<file path="src/sv/wvp_pkg.sv">
// ----------------------------------------------------------------------------
// Wheel velocity PID package
// Shared widths, register indexes and fixed-point constants.
// ----------------------------------------------------------------------------
package wvp_pkg;

  localparam int HISTORY_DEPTH_DEF = 8;

  localparam int CFG_IDX_W  = 3;
  localparam int CFG_DATA_W = 32;

  localparam logic [CFG_IDX_W-1:0] REG_GAIN_P    = 3'd0;
  localparam logic [CFG_IDX_W-1:0] REG_GAIN_I    = 3'd1;
  localparam logic [CFG_IDX_W-1:0] REG_GAIN_D    = 3'd2;
  localparam logic [CFG_IDX_W-1:0] REG_TPM       = 3'd3;
  localparam logic [CFG_IDX_W-1:0] REG_STILL     = 3'd4;
  localparam logic [CFG_IDX_W-1:0] REG_DRIVE_MIN = 3'd5;
  localparam logic [CFG_IDX_W-1:0] REG_DRIVE_MAX = 3'd6;

  // Serial multiplier: A is held, B is shifted out one bit per cycle.
  localparam int MUL_A_W = 48;
  localparam int MUL_B_W = 32;
  localparam int MUL_P_W = MUL_A_W + MUL_B_W;

  // Serial divider: one quotient bit per cycle.
  localparam int DIV_N_W = 64;
  localparam int DIV_D_W = 48;

  localparam logic [MUL_A_W-1:0] MS_Q16    = 48'd65536000;
  localparam logic [MUL_B_W-1:0] MS_PER_S  = 32'd1000;
  localparam logic [DIV_D_W-1:0] MS_PER_SD = 48'd1000;

  localparam logic signed [15:0] LOW_BAND  = -16'sd13107;
  localparam logic signed [15:0] HIGH_BAND = 16'sd13107;

  localparam logic signed [47:0] LIM48    = 48'sh7FFF_FFFF_FFFF;
  localparam logic [40:0]        PROD_CAP = 41'h100_0000_0000;

endpackage

</file>
<file path="src/sv/wvp_if.sv">
// ----------------------------------------------------------------------------
// Wheel velocity PID channels
// Valid/ready channels for encoder and tick items and for result items.
// ----------------------------------------------------------------------------
interface wvp_in_if;
  logic               valid;
  logic               ready;
  logic               command;
  logic signed [15:0] encoder_count;
  logic        [31:0] time_ms;
  logic signed [31:0] target_velocity;

  modport source (output valid, command, encoder_count, time_ms, target_velocity,
                  input ready);
  modport sink   (input valid, command, encoder_count, time_ms, target_velocity,
                  output ready);
endinterface

interface wvp_out_if;
  logic               valid;
  logic               ready;
  logic signed [8:0]  drive;
  logic signed [31:0] measured_velocity;
  logic               zero_interval;

  modport source (output valid, drive, measured_velocity, zero_interval, input ready);
  modport sink   (input valid, drive, measured_velocity, zero_interval, output ready);
endinterface

</file>
<file path="src/sv/wheel_velocity_pid.sv">
// ----------------------------------------------------------------------------
// Wheel velocity PID
// Encoder unwrapping, velocity estimate, rolling mean and PID drive output.
// ----------------------------------------------------------------------------
// An encoder item is taken in the idle state and gives no result.
// A tick item gives its result through the shared serial multiplier and divider; a tick
// runs up to four multiplies, three gain products and four divides. One item is worked
// at a time, and a result that waits for the sink holds back the next tick's result.
// Synchronous active-low reset clears the state and loads register defaults.
// ----------------------------------------------------------------------------
module wheel_velocity_pid #(
  parameter int HISTORY_DEPTH = wvp_pkg::HISTORY_DEPTH_DEF
) (
  input  logic                           clk,
  input  logic                           rst_n,
  wvp_in_if.sink                         in_ch,
  wvp_out_if.source                      out_ch,
  input  logic                           cfg_we,
  input  logic [wvp_pkg::CFG_IDX_W-1:0]  cfg_idx,
  input  logic [wvp_pkg::CFG_DATA_W-1:0] cfg_data
);
  import wvp_pkg::*;

  localparam int SUM_W = 33 + $clog2(HISTORY_DEPTH);
  localparam int MOT_W = 44;

  typedef enum logic [14:0] {
    S_IDLE   = 15'b000000000000001,
    S_MDEN   = 15'b000000000000010,
    S_MNUM   = 15'b000000000000100,
    S_DVEL   = 15'b000000000001000,
    S_KEEP   = 15'b000000000010000,
    S_DAVG   = 15'b000000000100000,
    S_ERR    = 15'b000000001000000,
    S_MSTEP  = 15'b000000010000000,
    S_DSTEP  = 15'b000000100000000,
    S_MDER   = 15'b000001000000000,
    S_DDER   = 15'b000010000000000,
    S_GSTART = 15'b000100000000000,
    S_MGAIN  = 15'b001000000000000,
    S_CLAMP  = 15'b010000000000000,
    S_OUT    = 15'b100000000000000
  } state_t;

  function automatic logic signed [31:0] sat_mag(input logic [DIV_N_W-1:0] q,
                                                 input logic neg);
    if (neg) begin
      return (q >= 64'h8000_0000) ? 32'sh8000_0000 : $signed(~q[31:0] + 32'd1);
    end
    return (q > 64'h7FFF_FFFF) ? 32'sh7FFF_FFFF : $signed(q[31:0]);
  endfunction

  function automatic logic signed [47:0] clamp48(input logic signed [49:0] v);
    if (v > LIM48) return LIM48;
    if (v < -LIM48) return -LIM48;
    return $signed(v[47:0]);
  endfunction

  function automatic logic [47:0] lim_mag(input logic [DIV_N_W-1:0] q);
    return (q > DIV_N_W'(LIM48)) ? LIM48 : q[47:0];
  endfunction

  // Configuration
  logic signed [31:0] gain_p_r, gain_p_nxt, gain_i_r, gain_i_nxt, gain_d_r, gain_d_nxt;
  logic        [15:0] tpm_r, tpm_nxt;
  logic        [30:0] still_r, still_nxt;
  logic signed [8:0]  drive_min_r, drive_min_nxt;
  logic        [7:0]  drive_max_r, drive_max_nxt;

  // State
  logic signed [15:0] last_raw_r, last_raw_nxt;
  logic        [15:0] wrap_r, wrap_nxt;
  logic        [31:0] pos_latest_r, pos_latest_nxt, pos_prev_r, pos_prev_nxt;
  logic        [31:0] vel_time_r, vel_time_nxt, ctl_time_r, ctl_time_nxt;
  logic signed [31:0] hist_r [HISTORY_DEPTH];
  logic signed [31:0] hist_nxt [HISTORY_DEPTH];
  logic signed [SUM_W-1:0] sum_r, sum_nxt;
  logic signed [31:0] avg_r, avg_nxt;
  logic signed [47:0] integ_r, integ_nxt;
  logic signed [31:0] prev_err_r, prev_err_nxt;

  // Control
  state_t             state_r, state_nxt;
  logic               out_valid_r, out_valid_nxt;
  logic        [1:0]  gsel_r, gsel_nxt;

  // Work registers
  logic        [31:0] t_r, t_nxt, pdt_r, pdt_nxt;
  logic signed [31:0] tgt_r, tgt_nxt;
  logic               moving_r, moving_nxt, mneg_r, mneg_nxt;
  logic        [31:0] mag_r, mag_nxt;
  logic        [47:0] den_r, den_nxt;
  logic signed [31:0] cur_r, cur_nxt;
  logic               flag_r, flag_nxt, aneg_r, aneg_nxt, gneg_r, gneg_nxt;
  logic signed [31:0] err_r, err_nxt;
  logic signed [47:0] old_int_r, old_int_nxt;
  logic signed [32:0] diff_r, diff_nxt;
  logic signed [47:0] deriv_r, deriv_nxt;
  logic signed [MOT_W-1:0] motor_r, motor_nxt;
  logic signed [8:0]  drive_r, drive_nxt;
  logic signed [31:0] meas_r, meas_nxt;
  logic               zflag_r, zflag_nxt;

  // Shared units
  logic               mul_start, mul_done, div_start, div_done;
  logic [MUL_A_W-1:0] mul_a;
  logic [MUL_B_W-1:0] mul_b;
  logic [MUL_P_W-1:0] mul_p;
  logic [DIV_N_W-1:0] div_n, div_q;
  logic [DIV_D_W-1:0] div_d;

  // Combinational helpers
  logic               enc_up, enc_dn;
  logic        [31:0] moved, dt_c, pdt_c;
  logic               keep_push;
  logic signed [31:0] keep_val;
  logic signed [SUM_W-1:0] sum_push;
  logic        [SUM_W-1:0] sum_abs;
  logic signed [32:0] err_wide;
  logic signed [31:0] err_c;
  logic        [31:0] err_mag;
  logic        [47:0] step_m;
  logic signed [48:0] step_s;
  logic signed [49:0] int_sum;
  logic signed [32:0] diff_c;
  logic        [32:0] diff_mag;
  logic        [47:0] der_m;
  logic signed [31:0] g_sel;
  logic signed [47:0] x_sel;
  logic        [40:0] term_cap;
  logic        [MUL_P_W-17:0] term_raw;
  logic        [MOT_W-1:0] term_u;
  logic signed [MOT_W-1:0] term_s, mot_hi, mot_lo, mot_cl, mot_sg, mot_abs;
  logic signed [MOT_W-1:0] drv_mag;

  wvp_mul u_mul (
    .clk   (clk),
    .rst_n (rst_n),
    .start (mul_start),
    .a     (mul_a),
    .b     (mul_b),
    .done  (mul_done),
    .prod  (mul_p)
  );

  wvp_div u_div (
    .clk   (clk),
    .rst_n (rst_n),
    .start (div_start),
    .num   (div_n),
    .den   (div_d),
    .done  (div_done),
    .quo   (div_q)
  );

  assign enc_up = (in_ch.encoder_count < LOW_BAND) && (last_raw_r > HIGH_BAND);
  assign enc_dn = (in_ch.encoder_count > HIGH_BAND) && (last_raw_r < LOW_BAND);

  assign moved = pos_latest_r - pos_prev_r;
  assign dt_c  = in_ch.time_ms - vel_time_r;
  assign pdt_c = in_ch.time_ms - ctl_time_r;

  // With no movement, a stale estimate under the threshold counts as stopped,
  // and one between zero and the current mean is kept as it is.
  always_comb begin
    keep_push = 1'b0;
    keep_val  = cur_r;
    if (moving_r) begin
      keep_push = 1'b1;
    end else if (cur_r < $signed({1'b0, still_r})) begin
      keep_push = 1'b1;
      keep_val  = '0;
    end else if ((avg_r >= 0 && avg_r > cur_r && cur_r >= 0) ||
                 (avg_r < 0 && avg_r < cur_r && cur_r <= 0)) begin
      keep_push = 1'b1;
    end
  end

  assign sum_push = sum_r + SUM_W'(keep_val) - SUM_W'(hist_r[HISTORY_DEPTH-1]);
  assign sum_abs  = sum_push[SUM_W-1] ? -sum_push : sum_push;

  assign err_wide = $signed({tgt_r[31], tgt_r}) - $signed({avg_r[31], avg_r});
  always_comb begin
    if (err_wide > 33'sh0_7FFF_FFFF) begin
      err_c = 32'sh7FFF_FFFF;
    end else if (err_wide < -33'sh0_8000_0000) begin
      err_c = 32'sh8000_0000;
    end else begin
      err_c = $signed(err_wide[31:0]);
    end
  end
  assign err_mag = err_c[31] ? (~err_c + 32'd1) : err_c;

  assign step_m  = lim_mag(div_q);
  assign step_s  = err_r[31] ? -$signed({1'b0, step_m}) : $signed({1'b0, step_m});
  assign int_sum = 50'(integ_r) + 50'(step_s);

  assign diff_c   = $signed({err_r[31], err_r}) - $signed({prev_err_r[31], prev_err_r});
  assign diff_mag = diff_c[32] ? (~diff_c + 33'd1) : diff_c;
  assign der_m    = lim_mag(div_q);

  always_comb begin
    case (gsel_r)
      2'd0:    begin g_sel = gain_p_r; x_sel = 48'(err_r);  end
      2'd1:    begin g_sel = gain_i_r; x_sel = integ_r;     end
      default: begin g_sel = gain_d_r; x_sel = deriv_r;     end
    endcase
  end

  // Each gain product is the floor of |a*b| / 2^16, capped at 2^40.
  assign term_raw = mul_p[MUL_P_W-1:16];
  assign term_cap = (term_raw > (MUL_P_W-16)'(PROD_CAP)) ? PROD_CAP : term_raw[40:0];
  assign term_u   = MOT_W'(term_cap);
  assign term_s   = gneg_r ? -$signed(term_u) : $signed(term_u);

  assign mot_hi = $signed({20'd0, drive_max_r, 16'd0});
  assign mot_lo = $signed({{19{drive_min_r[8]}}, drive_min_r, 16'd0});

  always_comb begin
    if (motor_r > mot_hi) begin
      mot_cl = mot_hi;
    end else if (motor_r < mot_lo) begin
      mot_cl = mot_lo;
    end else begin
      mot_cl = motor_r;
    end
    if (tgt_r > 0) begin
      mot_sg = (mot_cl < 0) ? '0 : mot_cl;
    end else if (tgt_r < 0) begin
      mot_sg = (mot_cl > 0) ? '0 : mot_cl;
    end else begin
      mot_sg = '0;
    end
  end

  // Drive is the Q28.16 value truncated toward zero.
  assign mot_abs = motor_r[MOT_W-1] ? -motor_r : motor_r;
  assign drv_mag = mot_abs >>> 16;

  always_comb begin
    gain_p_nxt    = gain_p_r;
    gain_i_nxt    = gain_i_r;
    gain_d_nxt    = gain_d_r;
    tpm_nxt       = tpm_r;
    still_nxt     = still_r;
    drive_min_nxt = drive_min_r;
    drive_max_nxt = drive_max_r;
    last_raw_nxt  = last_raw_r;
    wrap_nxt      = wrap_r;
    pos_latest_nxt = pos_latest_r;
    pos_prev_nxt  = pos_prev_r;
    vel_time_nxt  = vel_time_r;
    ctl_time_nxt  = ctl_time_r;
    hist_nxt      = hist_r;
    sum_nxt       = sum_r;
    avg_nxt       = avg_r;
    integ_nxt     = integ_r;
    prev_err_nxt  = prev_err_r;
    state_nxt     = state_r;
    out_valid_nxt = out_valid_r;
    gsel_nxt      = gsel_r;
    t_nxt         = t_r;
    pdt_nxt       = pdt_r;
    tgt_nxt       = tgt_r;
    moving_nxt    = moving_r;
    mneg_nxt      = mneg_r;
    mag_nxt       = mag_r;
    den_nxt       = den_r;
    cur_nxt       = cur_r;
    flag_nxt      = flag_r;
    aneg_nxt      = aneg_r;
    gneg_nxt      = gneg_r;
    err_nxt       = err_r;
    old_int_nxt   = old_int_r;
    diff_nxt      = diff_r;
    deriv_nxt     = deriv_r;
    motor_nxt     = motor_r;
    drive_nxt     = drive_r;
    meas_nxt      = meas_r;
    zflag_nxt     = zflag_r;
    mul_start     = 1'b0;
    mul_a         = '0;
    mul_b         = '0;
    div_start     = 1'b0;
    div_n         = '0;
    div_d         = '0;

    if (out_valid_r && out_ch.ready) begin
      out_valid_nxt = 1'b0;
    end

    if (cfg_we) begin
      unique case (cfg_idx)
        REG_GAIN_P:    gain_p_nxt    = $signed(cfg_data);
        REG_GAIN_I:    gain_i_nxt    = $signed(cfg_data);
        REG_GAIN_D:    gain_d_nxt    = $signed(cfg_data);
        REG_TPM:       tpm_nxt       = cfg_data[15:0];
        REG_STILL:     still_nxt     = cfg_data[30:0];
        REG_DRIVE_MIN: drive_min_nxt = $signed(cfg_data[8:0]);
        REG_DRIVE_MAX: drive_max_nxt = cfg_data[7:0];
        default: ;
      endcase
    end

    unique case (state_r)
      S_IDLE: begin
        if (in_ch.valid) begin
          if (!in_ch.command) begin
            wrap_nxt       = wrap_r + {15'd0, enc_up} - {15'd0, enc_dn};
            pos_latest_nxt = {wrap_nxt, 16'd0} + 32'(in_ch.encoder_count);
            last_raw_nxt   = in_ch.encoder_count;
          end else begin
            t_nxt      = in_ch.time_ms;
            tgt_nxt    = in_ch.target_velocity;
            pdt_nxt    = pdt_c;
            moving_nxt = (moved != 32'd0);
            mneg_nxt   = moved[31];
            mag_nxt    = moved[31] ? (~moved + 32'd1) : moved;
            flag_nxt   = 1'b0;
            if (dt_c == 32'd0) begin
              flag_nxt  = 1'b1;
              cur_nxt   = (moved != 32'd0 && moved[31]) ? 32'sh8000_0000
                                                        : 32'sh7FFF_FFFF;
              state_nxt = S_KEEP;
            end else begin
              mul_start = 1'b1;
              mul_a     = MUL_A_W'((tpm_r == 16'd0) ? 16'd1 : tpm_r);
              mul_b     = dt_c;
              state_nxt = S_MDEN;
            end
          end
        end
      end
      S_MDEN: begin
        if (mul_done) begin
          den_nxt   = mul_p[47:0];
          mul_start = 1'b1;
          mul_a     = MS_Q16;
          mul_b     = moving_r ? mag_r : 32'd1;
          state_nxt = S_MNUM;
        end
      end
      S_MNUM: begin
        if (mul_done) begin
          div_start = 1'b1;
          div_n     = mul_p[DIV_N_W-1:0];
          div_d     = den_r;
          state_nxt = S_DVEL;
        end
      end
      S_DVEL: begin
        if (div_done) begin
          cur_nxt   = sat_mag(div_q, moving_r && mneg_r);
          state_nxt = S_KEEP;
        end
      end
      S_KEEP: begin
        if (moving_r) begin
          pos_prev_nxt = pos_latest_r;
          vel_time_nxt = t_r;
        end
        if (keep_push) begin
          for (int i = HISTORY_DEPTH - 1; i > 0; i--) begin
            hist_nxt[i] = hist_r[i-1];
          end
          hist_nxt[0] = keep_val;
          sum_nxt     = sum_push;
          aneg_nxt    = sum_push[SUM_W-1];
          div_start   = 1'b1;
          div_n       = DIV_N_W'(sum_abs);
          div_d       = DIV_D_W'(HISTORY_DEPTH);
          state_nxt   = S_DAVG;
        end else begin
          state_nxt = S_ERR;
        end
      end
      S_DAVG: begin
        if (div_done) begin
          avg_nxt   = aneg_r ? $signed(~div_q[31:0] + 32'd1) : $signed(div_q[31:0]);
          state_nxt = S_ERR;
        end
      end
      S_ERR: begin
        err_nxt      = err_c;
        ctl_time_nxt = t_r;
        mul_start    = 1'b1;
        mul_a        = MUL_A_W'(err_mag);
        mul_b        = pdt_r;
        state_nxt    = S_MSTEP;
      end
      S_MSTEP: begin
        if (mul_done) begin
          div_start = 1'b1;
          div_n     = mul_p[DIV_N_W-1:0];
          div_d     = MS_PER_SD;
          state_nxt = S_DSTEP;
        end
      end
      S_DSTEP: begin
        if (div_done) begin
          old_int_nxt  = integ_r;
          integ_nxt    = clamp48(int_sum);
          diff_nxt     = diff_c;
          prev_err_nxt = err_r;
          if (pdt_r == 32'd0) begin
            flag_nxt  = 1'b1;
            deriv_nxt = (diff_c > 0) ? LIM48 : ((diff_c < 0) ? -LIM48 : '0);
            gsel_nxt  = 2'd0;
            motor_nxt = '0;
            state_nxt = S_GSTART;
          end else begin
            mul_start = 1'b1;
            mul_a     = MUL_A_W'(diff_mag);
            mul_b     = MS_PER_S;
            state_nxt = S_MDER;
          end
        end
      end
      S_MDER: begin
        if (mul_done) begin
          div_start = 1'b1;
          div_n     = mul_p[DIV_N_W-1:0];
          div_d     = DIV_D_W'(pdt_r);
          state_nxt = S_DDER;
        end
      end
      S_DDER: begin
        if (div_done) begin
          deriv_nxt = diff_r[32] ? -$signed(der_m) : $signed(der_m);
          gsel_nxt  = 2'd0;
          motor_nxt = '0;
          state_nxt = S_GSTART;
        end
      end
      S_GSTART: begin
        mul_start = 1'b1;
        mul_a     = x_sel[47] ? (~x_sel + 48'd1) : x_sel;
        mul_b     = g_sel[31] ? (~g_sel + 32'd1) : g_sel;
        gneg_nxt  = g_sel[31] ^ x_sel[47];
        state_nxt = S_MGAIN;
      end
      S_MGAIN: begin
        if (mul_done) begin
          motor_nxt = motor_r + term_s;
          if (gsel_r == 2'd2) begin
            state_nxt = S_CLAMP;
          end else begin
            gsel_nxt  = gsel_r + 2'd1;
            state_nxt = S_GSTART;
          end
        end
      end
      S_CLAMP: begin
        // The integral step is undone whenever the upper or lower drive clamp acts.
        if (motor_r > mot_hi || motor_r < mot_lo) begin
          integ_nxt = old_int_r;
        end
        motor_nxt = mot_sg;
        state_nxt = S_OUT;
      end
      S_OUT: begin
        if (!out_valid_r || out_ch.ready) begin
          drive_nxt     = motor_r[MOT_W-1] ? -$signed(drv_mag[8:0]) : $signed(drv_mag[8:0]);
          meas_nxt      = avg_r;
          zflag_nxt     = flag_r;
          out_valid_nxt = 1'b1;
          state_nxt     = S_IDLE;
        end
      end
      default: state_nxt = S_IDLE;
    endcase
  end

  always_ff @(posedge clk) begin
    if (!rst_n) begin
      gain_p_r    <= '0;
      gain_i_r    <= '0;
      gain_d_r    <= '0;
      tpm_r       <= 16'd1;
      still_r     <= 31'd66;
      drive_min_r <= -9'sd255;
      drive_max_r <= 8'd255;
      last_raw_r  <= '0;
      wrap_r      <= '0;
      pos_latest_r <= '0;
      pos_prev_r  <= '0;
      vel_time_r  <= '0;
      ctl_time_r  <= '0;
      for (int i = 0; i < HISTORY_DEPTH; i++) begin
        hist_r[i] <= '0;
      end
      sum_r       <= '0;
      avg_r       <= '0;
      integ_r     <= '0;
      prev_err_r  <= '0;
      state_r     <= S_IDLE;
      out_valid_r <= 1'b0;
      gsel_r      <= '0;
    end else begin
      gain_p_r    <= gain_p_nxt;
      gain_i_r    <= gain_i_nxt;
      gain_d_r    <= gain_d_nxt;
      tpm_r       <= tpm_nxt;
      still_r     <= still_nxt;
      drive_min_r <= drive_min_nxt;
      drive_max_r <= drive_max_nxt;
      last_raw_r  <= last_raw_nxt;
      wrap_r      <= wrap_nxt;
      pos_latest_r <= pos_latest_nxt;
      pos_prev_r  <= pos_prev_nxt;
      vel_time_r  <= vel_time_nxt;
      ctl_time_r  <= ctl_time_nxt;
      hist_r      <= hist_nxt;
      sum_r       <= sum_nxt;
      avg_r       <= avg_nxt;
      integ_r     <= integ_nxt;
      prev_err_r  <= prev_err_nxt;
      state_r     <= state_nxt;
      out_valid_r <= out_valid_nxt;
      gsel_r      <= gsel_nxt;
    end
  end

  always_ff @(posedge clk) begin
    t_r       <= t_nxt;
    pdt_r     <= pdt_nxt;
    tgt_r     <= tgt_nxt;
    moving_r  <= moving_nxt;
    mneg_r    <= mneg_nxt;
    mag_r     <= mag_nxt;
    den_r     <= den_nxt;
    cur_r     <= cur_nxt;
    flag_r    <= flag_nxt;
    aneg_r    <= aneg_nxt;
    gneg_r    <= gneg_nxt;
    err_r     <= err_nxt;
    old_int_r <= old_int_nxt;
    diff_r    <= diff_nxt;
    deriv_r   <= deriv_nxt;
    motor_r   <= motor_nxt;
    drive_r   <= drive_nxt;
    meas_r    <= meas_nxt;
    zflag_r   <= zflag_nxt;
  end

  assign in_ch.ready              = (state_r == S_IDLE);
  assign out_ch.valid             = out_valid_r;
  assign out_ch.drive             = drive_r;
  assign out_ch.measured_velocity = meas_r;
  assign out_ch.zero_interval     = zflag_r;

  a_state_onehot: assert property (@(posedge clk) disable iff (!rst_n)
    $onehot(state_r))
    else $error("sequencer state is not one-hot");

  a_integral_bound: assert property (@(posedge clk) disable iff (!rst_n)
    (integ_r <= LIM48) && (integ_r >= -LIM48))
    else $error("error integral outside its saturation range");

  a_result_loaded: assert property (@(posedge clk) disable iff (!rst_n)
    (state_r == S_OUT && !out_valid_r) |=> (out_valid_r && state_r == S_IDLE))
    else $error("finished tick did not load the result register");

  a_unit_idle_start: assert property (@(posedge clk) disable iff (!rst_n)
    !(mul_start && div_start))
    else $error("multiplier and divider started together");

  a_drive_range: assert property (@(posedge clk) disable iff (!rst_n)
    $rose(out_valid_r) |-> (drive_r <= 9'sd255) && (drive_r >= -9'sd255))
    else $error("drive result outside its range");

endmodule

</file>
<file path="src/sv/wvp_mul.sv">
// ----------------------------------------------------------------------------
// Wheel velocity PID serial multiplier
// Unsigned shift-add multiplier, one bit of B per cycle.
// ----------------------------------------------------------------------------
module wvp_mul (
  input  logic                         clk,
  input  logic                         rst_n,
  input  logic                         start,
  input  logic [wvp_pkg::MUL_A_W-1:0]  a,
  input  logic [wvp_pkg::MUL_B_W-1:0]  b,
  output logic                         done,
  output logic [wvp_pkg::MUL_P_W-1:0]  prod
);
  import wvp_pkg::*;

  localparam int CNT_W = $clog2(MUL_B_W);

  logic [MUL_A_W-1:0] a_r;
  logic [MUL_P_W-1:0] p_r;
  logic [MUL_P_W-1:0] p_nxt;
  logic [MUL_A_W:0]   acc;
  logic [CNT_W-1:0]   cnt_r;
  logic               busy_r;
  logic               done_r;

  // The upper half accumulates A while the lower half shifts B out.
  assign acc   = {1'b0, p_r[MUL_P_W-1:MUL_B_W]} + (p_r[0] ? {1'b0, a_r} : '0);
  assign p_nxt = {acc, p_r[MUL_B_W-1:1]};

  always_ff @(posedge clk) begin
    if (!rst_n) begin
      busy_r <= 1'b0;
      done_r <= 1'b0;
      cnt_r  <= '0;
    end else begin
      done_r <= 1'b0;
      if (start) begin
        busy_r <= 1'b1;
        cnt_r  <= '0;
      end else if (busy_r) begin
        cnt_r <= cnt_r + 1'b1;
        if (cnt_r == CNT_W'(MUL_B_W - 1)) begin
          busy_r <= 1'b0;
          done_r <= 1'b1;
        end
      end
    end
  end

  always_ff @(posedge clk) begin
    if (start) begin
      a_r <= a;
      p_r <= MUL_P_W'(b);
    end else if (busy_r) begin
      p_r <= p_nxt;
    end
  end

  assign done = done_r;
  assign prod = p_r;

endmodule

</file>
<file path="src/sv/wvp_div.sv">
// ----------------------------------------------------------------------------
// Wheel velocity PID serial divider
// Unsigned restoring divider, one quotient bit per cycle.
// ----------------------------------------------------------------------------
module wvp_div (
  input  logic                         clk,
  input  logic                         rst_n,
  input  logic                         start,
  input  logic [wvp_pkg::DIV_N_W-1:0]  num,
  input  logic [wvp_pkg::DIV_D_W-1:0]  den,
  output logic                         done,
  output logic [wvp_pkg::DIV_N_W-1:0]  quo
);
  import wvp_pkg::*;

  localparam int CNT_W = $clog2(DIV_N_W);

  logic [DIV_N_W-1:0] n_r;
  logic [DIV_D_W-1:0] d_r;
  logic [DIV_D_W-1:0] rem_r;
  logic [DIV_D_W:0]   trial;
  logic [DIV_D_W:0]   diff;
  logic               ge;
  logic [CNT_W-1:0]   cnt_r;
  logic               busy_r;
  logic               done_r;

  // The dividend shifts into the remainder; quotient bits shift in behind it.
  assign trial = {rem_r, n_r[DIV_N_W-1]};
  assign ge    = trial >= {1'b0, d_r};
  assign diff  = trial - {1'b0, d_r};

  always_ff @(posedge clk) begin
    if (!rst_n) begin
      busy_r <= 1'b0;
      done_r <= 1'b0;
      cnt_r  <= '0;
    end else begin
      done_r <= 1'b0;
      if (start) begin
        busy_r <= 1'b1;
        cnt_r  <= '0;
      end else if (busy_r) begin
        cnt_r <= cnt_r + 1'b1;
        if (cnt_r == CNT_W'(DIV_N_W - 1)) begin
          busy_r <= 1'b0;
          done_r <= 1'b1;
        end
      end
    end
  end

  always_ff @(posedge clk) begin
    if (start) begin
      n_r   <= num;
      d_r   <= den;
      rem_r <= '0;
    end else if (busy_r) begin
      n_r   <= {n_r[DIV_N_W-2:0], ge};
      rem_r <= ge ? diff[DIV_D_W-1:0] : trial[DIV_D_W-1:0];
    end
  end

  assign done = done_r;
  assign quo  = n_r;

endmodule

</file>
<file path="src/flat_wrapper.sv">
// flat-port wrapper written by rule: the top's interface ports become plain ports
module wheel_velocity_pid_flat import wvp_pkg::*;
#(
  parameter int HISTORY_DEPTH = wvp_pkg::HISTORY_DEPTH_DEF
)
  (clk, rst_n, cfg_we, cfg_idx, cfg_data, in_ch_valid, in_ch_command, in_ch_encoder_count, in_ch_time_ms, in_ch_target_velocity, in_ch_ready, out_ch_valid, out_ch_drive, out_ch_measured_velocity, out_ch_zero_interval, out_ch_ready);
  wvp_in_if in_ch_i ();
  wvp_out_if out_ch_i ();
  input  logic clk;
  input  logic rst_n;
  input  logic cfg_we;
  input  logic [wvp_pkg::CFG_IDX_W-1:0] cfg_idx;
  input  logic [wvp_pkg::CFG_DATA_W-1:0] cfg_data;
  input wire logic [$bits(in_ch_i.valid)-1:0] in_ch_valid;
  input wire logic [$bits(in_ch_i.command)-1:0] in_ch_command;
  input wire logic [$bits(in_ch_i.encoder_count)-1:0] in_ch_encoder_count;
  input wire logic [$bits(in_ch_i.time_ms)-1:0] in_ch_time_ms;
  input wire logic [$bits(in_ch_i.target_velocity)-1:0] in_ch_target_velocity;
  output wire logic [$bits(in_ch_i.ready)-1:0] in_ch_ready;
  output wire logic [$bits(out_ch_i.valid)-1:0] out_ch_valid;
  output wire logic [$bits(out_ch_i.drive)-1:0] out_ch_drive;
  output wire logic [$bits(out_ch_i.measured_velocity)-1:0] out_ch_measured_velocity;
  output wire logic [$bits(out_ch_i.zero_interval)-1:0] out_ch_zero_interval;
  input wire logic [$bits(out_ch_i.ready)-1:0] out_ch_ready;
  assign in_ch_i.valid = in_ch_valid;
  assign in_ch_i.command = in_ch_command;
  assign in_ch_i.encoder_count = in_ch_encoder_count;
  assign in_ch_i.time_ms = in_ch_time_ms;
  assign in_ch_i.target_velocity = in_ch_target_velocity;
  assign in_ch_ready = in_ch_i.ready;
  assign out_ch_valid = out_ch_i.valid;
  assign out_ch_drive = out_ch_i.drive;
  assign out_ch_measured_velocity = out_ch_i.measured_velocity;
  assign out_ch_zero_interval = out_ch_i.zero_interval;
  assign out_ch_i.ready = out_ch_ready;
  wheel_velocity_pid #(.HISTORY_DEPTH(HISTORY_DEPTH)) u_core (.clk(clk), .rst_n(rst_n), .in_ch(in_ch_i), .out_ch(out_ch_i), .cfg_we(cfg_we), .cfg_idx(cfg_idx), .cfg_data(cfg_data));
endmodule
</file>
<file path="config.mk">
export PLATFORM = sky130hd
export DESIGN_NAME = wheel_velocity_pid_flat
export DESIGN_NICKNAME = d
export VERILOG_FILES = /design/src/sv/wvp_pkg.sv /design/src/sv/wvp_if.sv /design/src/sv/wheel_velocity_pid.sv /design/src/sv/wvp_mul.sv /design/src/sv/wvp_div.sv /design/src/flat_wrapper.sv
export SDC_FILE = /design/constraint.sdc
export NUM_CORES = 2
export LEC_CHECK = 0
export ABC_AREA = 0
export BUFFER_PORTS_ARGS = -buffer_cell sky130_fd_sc_hd__buf_2
export CAP_MARGIN = 10
export CORE_UTILIZATION = 41
export CTS_BUF_LIST = sky130_fd_sc_hd__clkbuf_4
export DETAILED_ROUTE_END_ITERATION = 10
export PLACE_DENSITY = 0.55
export SLEW_MARGIN = 20
export SYNTH_ARGS = -nofsm -noshare
export SYNTH_HDL_FRONTEND = slang
export SYNTH_HIERARCHICAL = 1
export SYNTH_SLANG_ARGS = --single-unit
</file>
<file path="constraint.sdc">
create_clock -name clk -period 10.6 [get_ports clk]
set_input_delay 1.06 -clock clk [delete_from_list [all_inputs] [get_ports clk]]
set_output_delay 1.06 -clock clk [all_outputs]
set_load 0.02 [all_outputs]
</file>
== Yosys cells after proc, flatten, opt, wreduce, memory -nomap -nowiden ==
Index checks and enable logic that the tools add are counted.
Cells by class
  add/subtract/negate cells: 29
  multipliers: 0
  div/mod/pow operators: 0
  $lt $le $gt $ge: 28
  equality and inequality tests: 41
  shift operators: 0
  muxes and demuxes: 146
  bitwise logic cells: 11
  reductions and logical operators: 55
Operator list (number)
  48-bit two-way mux: 21
  32-bit two-way mux: 25
  44-bit two-way mux: 11
  48-bit one-hot mux with 2 select lines: 3
  48-bit one-hot mux with 5 select lines: 1
  15-bit one-hot mux with 15 select lines: 1
  64-bit two-way mux: 3
  48-bit one-hot mux with 4 select lines: 1
  15-bit two-way mux: 12
  44-bit one-hot mux with 4 select lines: 1
  32-bit one-hot mux with 5 select lines: 1
  32-bit by 1-bit adder with 32-bit output, second input constant: 4
  32-bit NOT: 4
  32-bit one-hot mux with 2 select lines: 2
  64-bit one-hot mux with 2 select lines: 1
  32-bit subtractor: 3
  36-bit two-way mux: 2
  33-bit two-way mux: 2
  32-bit by 32-bit subtractor with 33-bit output: 2
  32-bit by 1-bit >= comparator with 1-bit output, second input constant: 2
  64-bit by 32-bit >= comparator with 1-bit output, second input constant: 1
  64-bit by 31-bit > comparator with 1-bit output, second input constant: 1
  64-bit by 41-bit > comparator with 1-bit output, second input constant: 1
  64-bit by 47-bit > comparator with 1-bit output, second input constant: 1
  103 further kinds: 204
Word-level totals
  register bits after elaboration: 1505
  bits in latches: 0
  memory bits (writable): 0
  ROM bits: 0
  bits of input ports: 121
  output and inout bits: 44
  logic and storage cells: 370
  memories: 0

== Logic depth before layout (Yosys ltp) ==
  depth in word-level cells: 16
  mapped depth: 41
  mapped depth without buffers: 38

== Modules after synthesis ==
Netlist, hierarchy kept.
Modules (own cells, without submodules)
  wheel_velocity_pid: instances 1, cells each 9246, area an instance 73950.9 sq um, seq. area each 27386.3 sq um
  wvp_div: instances 1, cells each 960, area an instance 9620.5 sq um, seq. area each 4484.3 sq um
  wvp_mul: instances 1, cells each 747, area an instance 7764.9 sq um, seq. area each 3503.4 sq um

== Least setup slack after synthesis ==
No wires, ideal clock.
  path kind: reg2reg
  from: register u_core.u_mul.p_r[30], in the netlist u_core/u_mul/prod[30]
  to: register u_core.motor_r[37] (data pin)
  library setup time: 0.271 ns
  data arrival time: 8.533 ns
  data required time: 10.329 ns
  slack: 1.795 ns
  stages on the path, launching flop included: 33
  buffers on the path: 2
  clock period less this slack: 8.805 ns
  cells stage by stage: edfxtp_1 or4_4 or3_4 or3_4 or4_1 or3_1 or3_1 or3_1 or4_4 a21oi_2 clkbuf_1 and2_1 inv_2 ha_1 nor2_1 nor2_1 clkbuf_1 a311oi_1 ha_1 a21o_1 a21o_1 a2111oi_0 o21ai_1 a21oi_1 o21bai_1 a211o_1 a31oi_1 o21ai_1 and3_1 or2_1 a31oi_1 xor2_1 o22ai_1
Between the ends
  cells in the longest elaborated chain, start to end: 7
RTL lines
  start: declaration: line wvp_mul.sv:19  | logic [MUL_P_W-1:0] p_r;
  start signal: assignment: line wvp_mul.sv:53  | p_r <= MUL_P_W'(b);
  start signal: assignment: line wvp_mul.sv:55  | p_r <= p_nxt;
  64-bit by 41-bit > comparator with 1-bit output: line wheel_velocity_pid.sv:212  | assign term_cap = (term_raw > (MUL_P_W-16)'(PROD_CAP)) ? PROD_CAP : term_raw[40:0];
  41-bit two-way mux (*): line wheel_velocity_pid.sv:212
  41-bit negation with 44-bit output: line wheel_velocity_pid.sv:214  | assign term_s = gneg_r ? -$signed(term_u) : $signed(term_u);
  44-bit two-way mux (*): line wheel_velocity_pid.sv:214
  44-bit adder (*): line wheel_velocity_pid.sv:444  | motor_nxt = motor_r + term_s;
  44-bit two-way mux (*): line wheel_velocity_pid.sv:443  | if (mul_done) begin
  44-bit one-hot mux with 4 select lines (*): line wheel_velocity_pid.sv:305  | unique case (state_r)
  named net u_core.motor_nxt[37]: line wheel_velocity_pid.sv:99  | logic signed [MOT_W-1:0] motor_r, motor_nxt;
  end signal: assignment: line wheel_velocity_pid.sv:540  | motor_r <= motor_nxt;
  end: declaration: line wheel_velocity_pid.sv:99
The timed path passes the listed nets; every way through them passes the cells marked *. The select of a mux whose other input is x is not followed.
A chain may end at the register's enable or synchronous reset.

== Worst setup path after layout ==
  from: register u_core.u_mul.p_r[18], in the netlist u_core/u_mul/prod[18]
  to: register u_core.motor_r[37] (data pin)
Same word-level chain as after synthesis.

==> impl_results.md <==
* GP Congestion at 0.959
* Min Tclk post-route at 10.09 ns
* Root Driver: clkbuf_4
* Largest stage delay, worst path at 0.65 ns
* Cell variety after synth at 108
* Area leader, netlist: edfxtp_1
* CTS tree: yes
* Top-count cell post-synth: nand2_1
* Max-Cap Viols at 0
* Layout cell share with drive strength beyond 1 at 10.8%
* Chip Height at 474 um
* Buffers & Inverters on Critical Path at 2
* Top cell type's share of synthesized area at 20.4%
* Fin. Hold Viols at 0
* Die area at 225000 um2
* Worst skew pair latency at 1.55 ns
* Critical path class: flop to flop
* Min-delay worst type: input port to flop
* Pre-CTS WS at 0.851 ns
* Crit start category: flop
* Detailed Place HPWL at 259000 um
* First drt pass iteration count at 10
* Final Max Slew Viols at 0
* CP required at 11.76 ns
* Row count at 172
* Crit. End Element: flop
* Worst endpoint data arrival time at 11.24 ns
* Seq/Total Area, Yosys at 38.7%
* Drt drc at 0
* Setup violators final at 0
* Area of the core at 221000 um2
* Top cells by area, synth: edfxtp_1 (20%), dfxtp_1 (18%), nand2_1 (8.1%)
* Final worst slack at 0.513 ns
* Ranking of synthesized cells by instance count: nand2_1 (1961), a21oi_1 (1340), dfxtp_1 (837), nor2_1 (694), edfxtp_1 (620)
* Inserted Clock Buffers at 428
* IO Port Bufs at 164
* Nets@finish at 11900
* Antenna violations before repair at 30
* Longest Clk Path Bufs at 4
* Leakage at 38.5 nW
* Post-CTS Resized at 0
* Vias in the first global route at 79100
* Antenna-violating nets left at 0
* Via-per-instance ratio at 5.81
* Fin crit share at 95.2%
* Mapped Nets at 11600
* # clock sinks at 1457
* PwrDens at 188 nW/um2
* Final Cell Area at 101000 um2
* Least-Margin Pin Slew at 1.21 ns
* Slew headroom at 19.2%
* Number of flops mapped to enable cells by yosys at 620
* Ys flop type: dfxtp_1
* Area grow syn2layout at 11.1%
* Via count at 84200
* First-iteration detailed-routing DRC count at 8828
* Top delay family on crit path: simple AND/OR/NAND/NOR gates
* Worst hold slack at 0.115 ns
* RSZ-0062 raised after global routing: no
* Max Fclk at 99.1 MHz
* Yosys reg bits at 1457
* GRT Residual Overflow at 0
* Avg WL per Cell at 24.2 um
* Met3 GRT Util at 6.07%
* CTS H-tree lvls at 5
* YS warnings at 6
* Cell count after synthesis at 11000
* Mapped Area at 91300 um2
* IO Count at 165
* VDD IR max at 297 uV
* Sum Neg Setup Slack at 0 ns
* Cell mode on critical path: or3_1
* Synth Area per Inst at 8.34 um2
* M2 GR Usage at 46.8%
* Chip Width at 474 um
* Final wirelength at 351000 um
* Gr usage total at 30.4%
* Clock transition at path regs at 0.06 ns
* Clock skew at 0.203 ns
* GRT met1 Usage at 40.8%
* CP Max Fanout at 17
* CP max stage cell: or4_1
* Run status: completed
* Starting Density at 41.4%
* Largest net degree at the start of global routing at 212
* First-pass GRT wire length at 516000 um
* Placement Cell Area at 95000 um2
* Synth async-reset ratio at 0%
* Busiest grt layer: met2
[layout make-up]
type                            count  area (um2)
Antenna cell                       25        62.6
Clock buffer                      628        4710
Clock inverter                    119         597
Fill cell                       22000      119000
Inverter                          556        2100
Multi-Input combinational cell   8322       51800
Sequential cell                  1457       35400
Tap cell                         2958        3700
Timing Repair Buffer              426        3110
[worst register-to-register path: cells and delay by family, from the launching register on]
kind | cells | cell delay, ns
buf+inv | 2 | 0.29
fa+ha+maj | 2 | 0.61
compound gates | 13 | 3.47
simple gates | 13 | 4.73
flops | 1 | 0.53
xor+xnor | 1 | 0.16
[placed cells by master, fill, tap and decap left out, drive strengths merged, types with 107 or more instances in the layout]
cell type and instances:
ha 528, and2 117, nand2 1961, o21ai 493
a211oi 112, clkbuf 628, a21o 203, nand3 165
clkinv 110, nor2 695, dfxtp 837, edfxtp 620
dlygate4sd3 108, xnor2 343, a21oi 1352, buf 318
inv 560, xor2 265, and3 113, nor4 115
nor3 171, nand4 107
[per-stage QoR]
| step | power (mW) | utilization, % | std cells |
|---|---|---|---|
| 2_1_floorplan | 11.7 | - | 11000 |
| 3_3_place_gp | 13.6 | 43.0 | 13600 |
| 3_5_place_dp | 13.6 | 43.1 | 13600 |
| 4_1_cts | 19.2 | 46.0 | 14500 |
| 5_1_grt | 20.2 | 46.0 | 14500 |
| 6_report | 19.1 | 46.0 | 14500 |
[final timing paths]
| path | endpoint | cells after the start | startpoint | slack [ns] |
|---|---|---|---|---|
| max | u_core/motor_r[37] | 31 | u_core/u_mul/prod[18] | 0.51 |
| min | u_core/gain_i_r[1] | 3 | cfg_data[1] | 0.12 |
| max reg2reg | u_core/motor_r[37] | 31 | u_core/u_mul/prod[18] | 0.51 |
| min reg2reg | u_core/out_ch.zero_interval | 0 | u_core/flag_r | 0.36 |
[per-layer routing]
layer	wire length [um]	part of all wire, %
met5	54	0.015
met4	16500	4.7
met3	26300	7.5
met2	154000	44
met1	154000	44
[where the power goes]
| part | switching (mW) | internal [mW] |
|---|---|---|
| registers | 0.415 | 6.45 |
| clock network | 2.61 | 2.79 |
| logic | 4.23 | 2.61 |
| total | 7.26 | 11.9 |
[flip-flops by register name, summed over array words and instances, names as in the netlist, 36 cells and up]
signal and flops:
u_core/u_div/quo 64, u_core/hist_r 256, u_core/u_mul/prod 80, u_core/motor_r 44, u_core/deriv_r 48, u_core/integ_r 48
u_core/old_int_r 48, u_core/u_div/rem_r 48, u_core/den_r 48, u_core/sum_r 36, u_core/u_mul/a_r 48, u_core/u_div/d_r 48
[what timing repair did]
item | in CTS | in global routing
setup buffers | 0 | 0
hold buffers | 108 | 0
endpoints found under the hold margin | 185 | 0
[logic make-up (layout without fill, tap and decap cells)]
| group | count (synthesis) | count (layout) | share of synthesized area, % |
|---|---|---|---|
| compound gates | 3130 | 3130 | 21.5 |
| xor+xnor | 608 | 608 | 5.83 |
| fa+ha+maj | 576 | 576 | 8.26 |
| buf+inv | 1174 | 1729 | 4.89 |
| flops | 1457 | 1457 | 38.7 |
| mux | 151 | 151 | 1.79 |
| other cells | 0 | 25 | 0 |
| simple gates | 3857 | 3857 | 19.0 |
Power figures use the tool's default switching activity.
